## config.mk

```make
export PLATFORM = sky130hd
export DESIGN_NAME = life_generation_stream
export DESIGN_NICKNAME = d
export VERILOG_FILES = /design/src/rtl/core/lgs_pkg.sv /design/src/rtl/core/lgs_front.sv /design/src/rtl/core/lgs_queue.sv /design/src/rtl/core/lgs_back.sv /design/src/rtl/core/life_generation_stream.sv
export SDC_FILE = /design/constraint.sdc
export NUM_CORES = 2
export LEC_CHECK = 0
export BUFFER_PORTS_ARGS = -buffer_cell sky130_fd_sc_hd__buf_2
export CAP_MARGIN = 20
export CORE_MARGIN = 4
export CORE_UTILIZATION = 60
export CTS_BUF_LIST = sky130_fd_sc_hd__clkbuf_8 sky130_fd_sc_hd__clkbuf_16
export DETAILED_ROUTE_END_ITERATION = 10
export PLACE_DENSITY = 0.8
export SYNTH_ARGS = -nofsm -noshare
export SYNTH_HDL_FRONTEND = slang
export SYNTH_SLANG_ARGS = --single-unit
```

## constraint.sdc

```tcl
create_clock -name clock -period 35.7 [get_ports clock]
set_input_delay 7.14 -clock clock [delete_from_list [all_inputs] [get_ports clock]]
set_output_delay 7.14 -clock clock [all_outputs]
set_load 0.02 [all_outputs]
```

## src/rtl/core/lgs_pkg.sv

```systemverilog
// Shared constants, types and a helper function for the Life generation stream block.
package lgs_pkg;

   localparam int MAX_WIDTH   = 1024;
   localparam int MAX_HEIGHT  = 1024;
   localparam int DIM_W       = 11;
   localparam int COL_W       = (MAX_WIDTH > 1) ? $clog2(MAX_WIDTH) : 1;
   localparam int ROW_W       = $clog2(MAX_HEIGHT) + 1;
   localparam int CMP_A       = (COL_W + 1 > ROW_W + 1) ? COL_W + 1 : ROW_W + 1;
   localparam int CMP_W       = (CMP_A > DIM_W) ? CMP_A : DIM_W;
   localparam int QUEUE_DEPTH = 4;
   localparam int QPTR_W      = $clog2(QUEUE_DEPTH);
   localparam int CSR_IDX_W   = 1;
   localparam int WIN_W       = 9;
   localparam int NCOUNT_W    = 4;

   typedef logic [CSR_IDX_W-1:0] csr_index_type;

   localparam csr_index_type REG_FRAME_WIDTH  = 1'b0;
   localparam csr_index_type REG_FRAME_HEIGHT = 1'b1;

   localparam logic [DIM_W-1:0] FRAME_WIDTH_RESET  = DIM_W'(64);
   localparam logic [DIM_W-1:0] FRAME_HEIGHT_RESET = DIM_W'(64);

   localparam logic [NCOUNT_W-1:0] BIRTH_COUNT   = NCOUNT_W'(3);
   localparam logic [NCOUNT_W-1:0] SURVIVE_COUNT = NCOUNT_W'(2);

   typedef struct packed {
      logic [COL_W-1:0] col;
      logic             cell_dead;
      logic             emit;
      logic             first_col;
      logic             last_col;
      logic             first_row;
      logic             last_row;
      logic             frame_end;
   } lgs_item_type;

   function automatic logic [CMP_W-1:0] clamp_dim(input logic [DIM_W-1:0] value,
                                                  input int maxv);
      logic [CMP_W-1:0] ext;
      ext = CMP_W'(value);
      if (value == '0) begin
         return CMP_W'(1);
      end
      if (ext > CMP_W'(maxv)) begin
         return CMP_W'(maxv);
      end
      return ext;
   endfunction

endpackage

```

## src/rtl/core/lgs_front.sv

```systemverilog
// Front end: configuration registers, raster position counters and request classification.
module lgs_front (
   input  logic                        clock,
   input  logic                        reset,
   input  logic                        req_valid,
   output logic                        req_stall,
   input  logic                        req_func,
   input  logic                        req_cell_dead,
   input  logic                        csr_valid,
   output logic                        csr_ready,
   input  lgs_pkg::csr_index_type      csr_index,
   input  logic [lgs_pkg::DIM_W-1:0]   csr_data,
   output logic                        push_valid,
   output lgs_pkg::lgs_item_type       push_item,
   input  logic                        queue_full
);

   logic [lgs_pkg::DIM_W-1:0] frame_width_ff, frame_width_in;
   logic [lgs_pkg::DIM_W-1:0] frame_height_ff, frame_height_in;
   logic [lgs_pkg::COL_W-1:0] in_col_ff, in_col_in;
   logic [lgs_pkg::ROW_W-1:0] in_row_ff, in_row_in;
   logic [lgs_pkg::COL_W-1:0] out_col_ff, out_col_in;
   logic [lgs_pkg::ROW_W-1:0] out_row_ff, out_row_in;

   logic [lgs_pkg::CMP_W-1:0] width_used;
   logic [lgs_pkg::CMP_W-1:0] height_used;
   logic [lgs_pkg::CMP_W-1:0] in_col_inc;
   logic [lgs_pkg::CMP_W-1:0] in_row_ext;
   logic [lgs_pkg::CMP_W-1:0] out_col_inc;
   logic [lgs_pkg::CMP_W-1:0] out_row_inc;
   logic                      accept;
   logic                      idle_flush;
   logic                      emit;
   logic                      row_wrap;
   logic                      last_col;
   logic                      last_row;
   logic                      frame_end;

   assign csr_ready = 1'b1;
   assign req_stall = queue_full;

   always_comb begin
      width_used  = lgs_pkg::clamp_dim(frame_width_ff, lgs_pkg::MAX_WIDTH);
      height_used = lgs_pkg::clamp_dim(frame_height_ff, lgs_pkg::MAX_HEIGHT);
      in_col_inc  = lgs_pkg::CMP_W'(in_col_ff) + lgs_pkg::CMP_W'(1);
      in_row_ext  = lgs_pkg::CMP_W'(in_row_ff);
      out_col_inc = lgs_pkg::CMP_W'(out_col_ff) + lgs_pkg::CMP_W'(1);
      out_row_inc = lgs_pkg::CMP_W'(out_row_ff) + lgs_pkg::CMP_W'(1);
      accept      = req_valid && !queue_full;
      idle_flush  = req_func && (in_row_ff == '0) && (in_col_ff == '0);
      emit        = (in_row_ext >= lgs_pkg::CMP_W'(2)) ||
                    ((in_row_ext == lgs_pkg::CMP_W'(1)) && (in_col_ff != '0));
      row_wrap    = in_col_inc >= width_used;
      last_col    = out_col_inc >= width_used;
      last_row    = out_row_inc >= height_used;
      frame_end   = emit && last_col && last_row;
   end

   always_comb begin
      frame_width_in  = frame_width_ff;
      frame_height_in = frame_height_ff;
      if (csr_valid) begin
         unique case (csr_index)
            lgs_pkg::REG_FRAME_WIDTH: begin
               frame_width_in = csr_data;
            end
            lgs_pkg::REG_FRAME_HEIGHT: begin
               frame_height_in = csr_data;
            end
         endcase
      end
   end

   always_comb begin
      in_col_in  = in_col_ff;
      in_row_in  = in_row_ff;
      out_col_in = out_col_ff;
      out_row_in = out_row_ff;
      if (accept && !idle_flush) begin
         if (row_wrap) begin
            in_col_in = '0;
            in_row_in = in_row_ff + lgs_pkg::ROW_W'(1);
         end else begin
            in_col_in = lgs_pkg::COL_W'(in_col_inc);
         end
         if (emit) begin
            if (frame_end) begin
               in_col_in  = '0;
               in_row_in  = '0;
               out_col_in = '0;
               out_row_in = '0;
            end else if (last_col) begin
               out_col_in = '0;
               out_row_in = out_row_ff + lgs_pkg::ROW_W'(1);
            end else begin
               out_col_in = lgs_pkg::COL_W'(out_col_inc);
            end
         end
      end
   end

   always_comb begin
      push_valid           = accept && !idle_flush;
      push_item.col        = in_col_ff;
      push_item.cell_dead  = req_func || (in_row_ext >= height_used) || req_cell_dead;
      push_item.emit       = emit;
      push_item.first_col  = out_col_ff == '0;
      push_item.last_col   = last_col;
      push_item.first_row  = out_row_ff == '0;
      push_item.last_row   = last_row;
      push_item.frame_end  = frame_end;
   end

   always_ff @(posedge clock) begin
      if (reset) begin
         frame_width_ff  <= lgs_pkg::FRAME_WIDTH_RESET;
         frame_height_ff <= lgs_pkg::FRAME_HEIGHT_RESET;
         in_col_ff       <= '0;
         in_row_ff       <= '0;
         out_col_ff      <= '0;
         out_row_ff      <= '0;
      end else begin
         frame_width_ff  <= frame_width_in;
         frame_height_ff <= frame_height_in;
         in_col_ff       <= in_col_in;
         in_row_ff       <= in_row_in;
         out_col_ff      <= out_col_in;
         out_row_ff      <= out_row_in;
      end
   end

endmodule

```

## src/rtl/core/lgs_queue.sv

```systemverilog
// Short queue of classified requests between the front end and the back end.
module lgs_queue (
   input  logic                  clock,
   input  logic                  reset,
   input  logic                  push_valid,
   input  lgs_pkg::lgs_item_type push_item,
   output logic                  queue_full,
   output logic                  pop_valid,
   output lgs_pkg::lgs_item_type pop_item,
   input  logic                  pop_ready
);

   lgs_pkg::lgs_item_type        slots_ff [lgs_pkg::QUEUE_DEPTH];
   logic [lgs_pkg::QPTR_W-1:0]   wr_ptr_ff, wr_ptr_in;
   logic [lgs_pkg::QPTR_W-1:0]   rd_ptr_ff, rd_ptr_in;
   logic [lgs_pkg::QPTR_W:0]     count_ff, count_in;
   logic                         do_pop;

   always_comb begin
      queue_full = count_ff == (lgs_pkg::QPTR_W + 1)'(lgs_pkg::QUEUE_DEPTH);
      pop_valid  = count_ff != '0;
      pop_item   = slots_ff[rd_ptr_ff];
      do_pop     = pop_valid && pop_ready;
      wr_ptr_in  = push_valid ? wr_ptr_ff + lgs_pkg::QPTR_W'(1) : wr_ptr_ff;
      rd_ptr_in  = do_pop ? rd_ptr_ff + lgs_pkg::QPTR_W'(1) : rd_ptr_ff;
      count_in   = count_ff;
      if (push_valid && !do_pop) begin
         count_in = count_ff + (lgs_pkg::QPTR_W + 1)'(1);
      end else if (do_pop && !push_valid) begin
         count_in = count_ff - (lgs_pkg::QPTR_W + 1)'(1);
      end
   end

   always_ff @(posedge clock) begin
      if (push_valid) begin
         slots_ff[wr_ptr_ff] <= push_item;
      end
   end

   always_ff @(posedge clock) begin
      if (reset) begin
         wr_ptr_ff <= '0;
         rd_ptr_ff <= '0;
         count_ff  <= '0;
      end else begin
         wr_ptr_ff <= wr_ptr_in;
         rd_ptr_ff <= rd_ptr_in;
         count_ff  <= count_in;
      end
   end

endmodule

```

## src/rtl/core/lgs_back.sv

```systemverilog
// Back end: line store, 3x3 window, neighbor count and the registered result stage.
module lgs_back (
   input  logic                  clock,
   input  logic                  reset,
   input  logic                  pop_valid,
   input  lgs_pkg::lgs_item_type pop_item,
   output logic                  pop_ready,
   output logic                  rsp_valid,
   input  logic                  rsp_stall,
   output logic                  rsp_next_dead,
   output logic                  rsp_last_of_frame
);

   logic [1:0]                   line_mem_ff [lgs_pkg::MAX_WIDTH];
   logic [1:0]                   rd_data_ff;
   logic                         fwd_ff, fwd_in;
   logic [1:0]                   fwd_data_ff;
   lgs_pkg::lgs_item_type        b_item_ff;
   logic                         b_valid_ff, b_valid_in;
   logic [lgs_pkg::WIN_W-1:0]    window_ff, window_in;
   logic                         rsp_valid_ff, rsp_valid_in;
   logic                         rsp_next_dead_ff;
   logic                         rsp_last_ff;

   logic                         b_commit;
   logic                         a_advance;
   logic [1:0]                   line_rd;
   logic [1:0]                   line_wr;
   logic [lgs_pkg::NCOUNT_W-1:0] alive_count;
   logic                         center_alive;
   logic                         next_alive;
   logic                         pos_ok;

   always_comb begin
      b_commit   = b_valid_ff && (!b_item_ff.emit || !rsp_valid_ff || !rsp_stall);
      pop_ready  = !b_valid_ff || b_commit;
      a_advance  = pop_valid && pop_ready;
      b_valid_in = a_advance || (b_valid_ff && !b_commit);
      fwd_in     = b_commit && (b_item_ff.col == pop_item.col);
      line_rd    = fwd_ff ? fwd_data_ff : rd_data_ff;
      line_wr    = {b_item_ff.cell_dead, line_rd[1]};
      window_in  = {b_item_ff.cell_dead, line_rd[1], line_rd[0], window_ff[8:3]};
   end

   always_comb begin
      alive_count = '0;
      for (int c = 0; c < 3; c++) begin
         for (int r = 0; r < 3; r++) begin
            pos_ok = !((c == 0) && b_item_ff.first_col) &&
                     !((c == 2) && b_item_ff.last_col) &&
                     !((r == 0) && b_item_ff.first_row) &&
                     !((r == 2) && b_item_ff.last_row);
            if (!((c == 1) && (r == 1)) && pos_ok && !window_in[c * 3 + r]) begin
               alive_count = alive_count + lgs_pkg::NCOUNT_W'(1);
            end
         end
      end
      center_alive = !window_in[4];
      if (center_alive) begin
         next_alive = (alive_count == lgs_pkg::SURVIVE_COUNT) ||
                      (alive_count == lgs_pkg::BIRTH_COUNT);
      end else begin
         next_alive = alive_count == lgs_pkg::BIRTH_COUNT;
      end
      if (b_commit && b_item_ff.emit) begin
         rsp_valid_in = 1'b1;
      end else if (rsp_valid_ff && !rsp_stall) begin
         rsp_valid_in = 1'b0;
      end else begin
         rsp_valid_in = rsp_valid_ff;
      end
   end

   always_ff @(posedge clock) begin
      if (b_commit) begin
         line_mem_ff[b_item_ff.col] <= line_wr;
      end
      if (a_advance) begin
         rd_data_ff <= line_mem_ff[pop_item.col];
      end
   end

   always_ff @(posedge clock) begin
      if (a_advance) begin
         b_item_ff   <= pop_item;
         fwd_ff      <= fwd_in;
         fwd_data_ff <= line_wr;
      end
      if (b_commit && b_item_ff.emit) begin
         rsp_next_dead_ff <= !next_alive;
         rsp_last_ff      <= b_item_ff.frame_end;
      end
   end

   always_ff @(posedge clock) begin
      if (reset) begin
         b_valid_ff   <= 1'b0;
         window_ff    <= '1;
         rsp_valid_ff <= 1'b0;
      end else begin
         b_valid_ff   <= b_valid_in;
         rsp_valid_ff <= rsp_valid_in;
         if (b_commit) begin
            window_ff <= window_in;
         end
      end
   end

   assign rsp_valid         = rsp_valid_ff;
   assign rsp_next_dead     = rsp_next_dead_ff;
   assign rsp_last_of_frame = rsp_last_ff;

endmodule

```

## src/rtl/core/life_generation_stream.sv

```systemverilog
// Top level of the Life generation stream block: front end, request queue and back end.
// Throughput is one request per cycle unless a stall holds it; each request passes
// the front end, the queue and the line store read before its result register loads.
// A cell's result follows frame_width + 1 requests after the cell itself.
// Synchronous active-high reset clears counters, queue, window and result valid at once;
// the line store needs no clearing and the block accepts requests right after reset.
module life_generation_stream (
   input  logic                        clock,
   input  logic                        reset,
   input  logic                        req_valid,
   output logic                        req_stall,
   input  logic                        req_func,
   input  logic                        req_cell_dead,
   output logic                        rsp_valid,
   input  logic                        rsp_stall,
   output logic                        rsp_next_dead,
   output logic                        rsp_last_of_frame,
   input  logic                        csr_valid,
   output logic                        csr_ready,
   input  lgs_pkg::csr_index_type      csr_index,
   input  logic [lgs_pkg::DIM_W-1:0]   csr_data
);

   logic                  push_valid;
   lgs_pkg::lgs_item_type push_item;
   logic                  queue_full;
   logic                  pop_valid;
   lgs_pkg::lgs_item_type pop_item;
   logic                  pop_ready;

   lgs_front u_front (
      .clock         (clock),
      .reset         (reset),
      .req_valid     (req_valid),
      .req_stall     (req_stall),
      .req_func      (req_func),
      .req_cell_dead (req_cell_dead),
      .csr_valid     (csr_valid),
      .csr_ready     (csr_ready),
      .csr_index     (csr_index),
      .csr_data      (csr_data),
      .push_valid    (push_valid),
      .push_item     (push_item),
      .queue_full    (queue_full)
   );

   lgs_queue u_queue (
      .clock      (clock),
      .reset      (reset),
      .push_valid (push_valid),
      .push_item  (push_item),
      .queue_full (queue_full),
      .pop_valid  (pop_valid),
      .pop_item   (pop_item),
      .pop_ready  (pop_ready)
   );

   lgs_back u_back (
      .clock             (clock),
      .reset             (reset),
      .pop_valid         (pop_valid),
      .pop_item          (pop_item),
      .pop_ready         (pop_ready),
      .rsp_valid         (rsp_valid),
      .rsp_stall         (rsp_stall),
      .rsp_next_dead     (rsp_next_dead),
      .rsp_last_of_frame (rsp_last_of_frame)
   );

endmodule
```

# Yosys cells after proc, flatten, opt, wreduce, memory -nomap -nowiden
# Memories as Yosys holds them, arrays and structs flattened. A register that Yosys moved wholly into a read port is not among the register bits.
# Cells that the tools add are included.
# W data, S select, Z words.
# word_totals
regBits	104
latch_bits	0
ramBits	2116
rom_bits	0
in_bits	19
output_inout_bits	5
memories	2
# memory_table
name	words	width	read_ports	rd_ports_with_merged_regs	wr	line_no	text
u_back.line_mem_ff	1024	2	1	1	1	lgs_back.sv:14	logic [1:0] line_mem_ff [lgs_pkg::MAX_WIDTH];
u_queue.slots_ff	4	17	1	1	1	lgs_queue.sv:13	lgs_pkg::lgs_item_type slots_ff [lgs_pkg::QUEUE_DEPTH];
# op_classes
n_addsub	16
mul	0
div_mod_pow	0
n_lt_le_gt_ge	7
eq_ne	5
n_shift	0
n_mux	44
bitwise	1
reduce_logical	72
# op_table
operator	count
$mux W12	8
$mux W11	5
$mux W10	5
$logic_not A11 Y1	4
$ge A12 B12 Y1	3
$add A4 B1 Y4 const B	7
$mux W4	7
$logic_and A1 B1 Y1	27
$add A10 B1 Y11 const B	2
$add A11 B1 Y11 const B	2
$gt A11 B11 Y1 const B	2
$logic_not A1 Y1	22
$logic_not A10 Y1	2
$mux W1	14
$add A11 B1 Y12 const B	1
$ge A11 B12 Y1	1
$eq A11 B1 Y1 const B	1
$ge A11 B2 Y1 const B	1
$eq A10 B10 Y1	1
$reduce_bool A10 Y1	1
$eq A4 B2 Y1 const B	2
$logic_or A1 B1 Y1	8
$mux W2	3
$mux W3	2
other kinds (9)	14

# Depth between registers and ports, before layout
# depth
ltp_word	22
depth_mapped	20
mapped_depth_nobuf	20

# By module
# A second synthesis with hierarchy kept.
# hier_totals
cells_unflattened	5616
hier_area_um2	92747.7
# by_module_without_submodules
module	n_inst	cells_per_inst	area_per_inst_um2	seq_area_each_um2
lgs_back	1	4904	85104.1	62379.8
lgs_front	1	579	4707.0	1281.2
lgs_queue	1	133	2936.6	2222.1

# Least setup slack after synthesis
# Ideal clock, no wire load.
# synth_path
kind	reg2reg
start	reg u_back.b_item_ff[6] (netlist bit)
end	reg u_back.fwd_data_ff[1] (data pin)
arrival_time_ns	12.059
required_ns	33.021
slack_ns	20.962
path_stages_with_launch	1
n_path_buf	0
cell_sequence	edfxtp_1
# synth_lines
element	line_no	text
start: declaration	lgs_back.sv:18	lgs_pkg::lgs_item_type b_item_ff;
start signal: assignment	lgs_back.sv:85	b_item_ff <= pop_item;
end signal: assignment	lgs_back.sv:87	fwd_data_ff <= line_wr;
end: declaration	lgs_back.sv:17	logic [1:0] fwd_data_ff;
# No word-level cell between the ends.

# Worst setup path in the final report
# layout_path
start	in rsp_stall
end	mem u_back.line_mem_ff[494][0], enable pin
# layout_via
elab_chain_cells	5
# layout_lines
element	line_no	text
start: declaration	life_generation_stream.sv:15	input logic rsp_stall,
$logic_not A1 Y1	lgs_back.sv:35	b_commit = b_valid_ff && (!b_item_ff.emit || !rsp_valid_ff || !rsp_stall);
$logic_or A1 B1 Y1	lgs_back.sv:35	
$logic_and A1 B1 Y1	lgs_back.sv:35	
$mux W1	lgs_back.sv:75	if (b_commit) begin
$mux W1 (implied by the code)	lgs_back.sv:76	line_mem_ff[b_item_ff.col] <= line_wr;
end: declaration	lgs_back.sv:14	
# No other way between the ends.

==> flow_summary.ini <==
[power_and_ir_drop]
p_seq_frac = 0.411
clkPwrFrac = 0.259
pwr_density_cell_nw_per_um2 = 80.8
irDropWorstVdd_mv = 0.0971
intPower_mw = 5.29
netSwitchingFraction = 0.356
p_comb_frac = 0.330
p_sw_mw = 2.93
cellLeakagePower_nw = 32.0

[logic_synthesis]
synth_most_common_cell = edfxtp_1
syn_area_sq_um = 93300
synth_top_area_cell = edfxtp_1
synth.distinct_cells = 76
synth_warnings = 0
yosysSeqAreaShare = 0.706
ys.flop_type = edfxtp_1
synth-seq-cells = 2221
synth_nets = 6482
synth_common_cells = edfxtp_1, nor2_1, nand2_1
synth_area_leaders = edfxtp_1, mux4_2, nor2_1
yosys.area.top_type_share = 0.689
synth_edf_count = 2140
synth.avg_cell_area_sq_um = 14.6
netlist_instances = 6396
async_flop_share = 0

[grt]
antenna_found_initial = 8
grt_pass1_wl_mm = 366
grt_max_degree = 271
grt_remaining_overflow = 0
gr-usage-all-layers = 0.304
first_global_vias = 57600

[final_layout]
final_nets = 6377
fillerInstances = 10100
design_area_sq_um = 102000
final_core_util = 0.660
drive_gt1_frac = 0.132
area_delta_synth_final_pct = 9.10

[cts]
clkLatencyLatePin_ns = 0.86
clock_path_buffers = 3
h-tree-depth = 4
cts_setup_buffers = 0
clockRootBuffer = clkbuf_16
clk_pin_slew_ns = 0.06
cts_buffers = 206
tritoncts = done
hold_buffers = 0
cts_sinks = 2221
ctsResizeCount = 0

[critical_path]
crit_chain = buf_2 > a31oi_4 > buf_4 > nand3_2 > buf_4 > nor2_1
cp-start-kind = input port
cp_slowest_stage_delay_ns = 0.91
cp.arrival_ns = 9.92
cp_top_family = buffers and inverters
critPathSlowestCell = nand3_2
crit_top_cell = buf_4
required_ns = 36.22
rrSetupSlack_ns = 29.23
criticalPathCategory = input port to flip-flop
crit_buf_inv = 3
critPathCaptureType = flip-flop
path_max_fanout = 44

[die]
die_w_um = 402
dieArea_sq_um = 162000
ios = 24
die_y_um = 402
row_count = 144
start_util = 0.605
coreArea_sq_um = 154000

[run]
max_cap_violations = 0

[placed_design]
dpl_cell_area_sq_um = 95100
portBuffers = 22
place_hpwl_mm = 142
place_congestion = 0.877
place_ws_ns = 25.59

[sta]
layout_setup_ws_ns = 26.31
fin_skew_ns = 0.0708
max_freq_mhz = 106
relSlewSlack = 0.117
grt_setup_unrepaired = false
fin_setup_tns_ns = 0
hold_violations = 0
post-route-period-util = 0.263
drv_slew = 0
tightestPinTransition_ns = 1.32
setup_violations = 0
period_needed_ns = 9.39

[drt]
num_vias = 58100
ant_nets = 0
first_pass_iters = 9
drc = 2
first_iter_violations = 9330
wire_per_inst_um = 29.2
routed_wl_mm = 248
via_per_inst = 6.83

[min_path]
hold_path.class = flip-flop to flip-flop

[outcome]
status = finished with violations
violations = DRC
## power by group through the flow
stage | clock network (mW) | registers (mW) | logic (mW)
2_1_floorplan | 0 | 3.82 | 1.59
3_3_place_gp | 0 | 3.43 | 2.56
3_5_place_dp | 0 | 3.43 | 2.61
4_1_cts | 2.13 | 3.38 | 2.64
5_1_grt | 2.24 | 3.38 | 2.83
6_report | 2.13 | 3.38 | 2.72
## area by class of cell
type	count	area, sq um	share of cell area
clock inverter	170	1230	0.0121
multi-input combinational	3635	25000	0.246
antenna	5	12.5	0.000123
clock buffer	211	5270	0.0518
inverter	48	218	0.00214
tap	2044	2560	0.0251
timing repair buffer	179	1570	0.0155
sequential	2221	65900	0.648
## cells by family after synthesis
group           after synthesis  synth area share
simple gates               2360             0.105
other cells                   1         0.0000402
flops                      2221             0.706
compound gates              666            0.0502
xor+xnor                     60           0.00563
buf+inv                     540            0.0284
mux                         481            0.0949
fa+ha+maj                    67           0.00907
## state kept, by name, summed over array words and instances, names as in the netlist, named ones only
name and count:
u_front.frame_height_ff 11, u_back.rsp_next_dead 1, u_queue.wr_ptr_ff 2, u_queue.slots_ff 68, u_back.rsp_last_of_frame 1, u_back.fwd_data_ff 2, u_queue.count_ff 3, u_back.b_item_ff 17
u_back.window_ff 6, u_back.fwd_ff 1, u_front.in_col_ff 10, u_back.line_mem_ff 2048, u_back.b_valid_ff 1, u_back.rd_data_ff 2, u_front.in_row_ff 11, u_queue.rd_ptr_ff 2
u_front.out_col_ff 10, u_back.rsp_valid 1, u_front.frame_width_ff 11, u_front.out_row_ff 11
## per-stage QoR
step	hold slack, ns	std cells	total power, mW
2_1_floorplan	0.400	6396	5.41
3_3_place_gp	0.415	8111	5.99
3_5_place_dp	0.418	8122	6.04
4_1_cts	0.446	8503	8.14
5_1_grt	0.460	8508	8.45
6_report	0.438	8513	8.22
## metal layers
layer / vias up / GRT usage / routed length, um / share of wire
li1: 23900 / - / - / -
met1: 28700 / 0.398 / 84100 / 0.34
met2: 4665 / 0.467 / 115000 / 0.46
met3: 814 / 0.0887 / 34700 / 0.14
met4: 2 / 0.159 / 14400 / 0.058
met5: - / 0 / 13 / 0.000052
## worst paths after layout
check | from | end | depth (start not counted)
setup / recovery | rsp_stall | u_back.line_mem_ff[494][0] | 6
hold / removal | u_back.b_item_ff[0] | u_back.rsp_last_of_frame | 0
setup reg to reg | flip-flop | u_back.rd_data_ff[0] | 14
hold reg to reg | u_back.b_item_ff[0] | u_back.rsp_last_of_frame | 0
## cells in the final DEF, fill, tap and decap left out, types with 16 or more instances in the layout
| cell type | n |
|---|---|
| mux2i_1 | 149 |
| dfxtp_1 | 81 |
| mux4_2 | 321 |
| nand2_1 | 754 |
| a2111oi_0 | 20 |
| o21ai_0 | 40 |
| nor4_1 | 41 |
| inv_1 | 84 |
| a31oi_1 | 60 |
| buf_2 | 22 |
| a21o_1 | 20 |
| and3_1 | 47 |
| nand3_1 | 129 |
| buf_4 | 135 |
| ha_1 | 66 |
| clkbuf_16 | 210 |
| clkinv_1 | 53 |
| nor2_1 | 1126 |
| o22ai_1 | 30 |
| a22oi_1 | 44 |
| xor2_1 | 26 |
| nor3_1 | 58 |
| nand3_2 | 32 |
| a21oi_1 | 154 |
| bufinv_16 | 16 |
| nand4_1 | 24 |
| nand2b_1 | 17 |
| a211oi_1 | 92 |
| xnor2_1 | 34 |
| o221ai_1 | 38 |
| edfxtp_1 | 2140 |
| a311oi_1 | 58 |
| nor2b_1 | 77 |
| clkinv_2 | 43 |
Power figures use the tool's default switching activity.
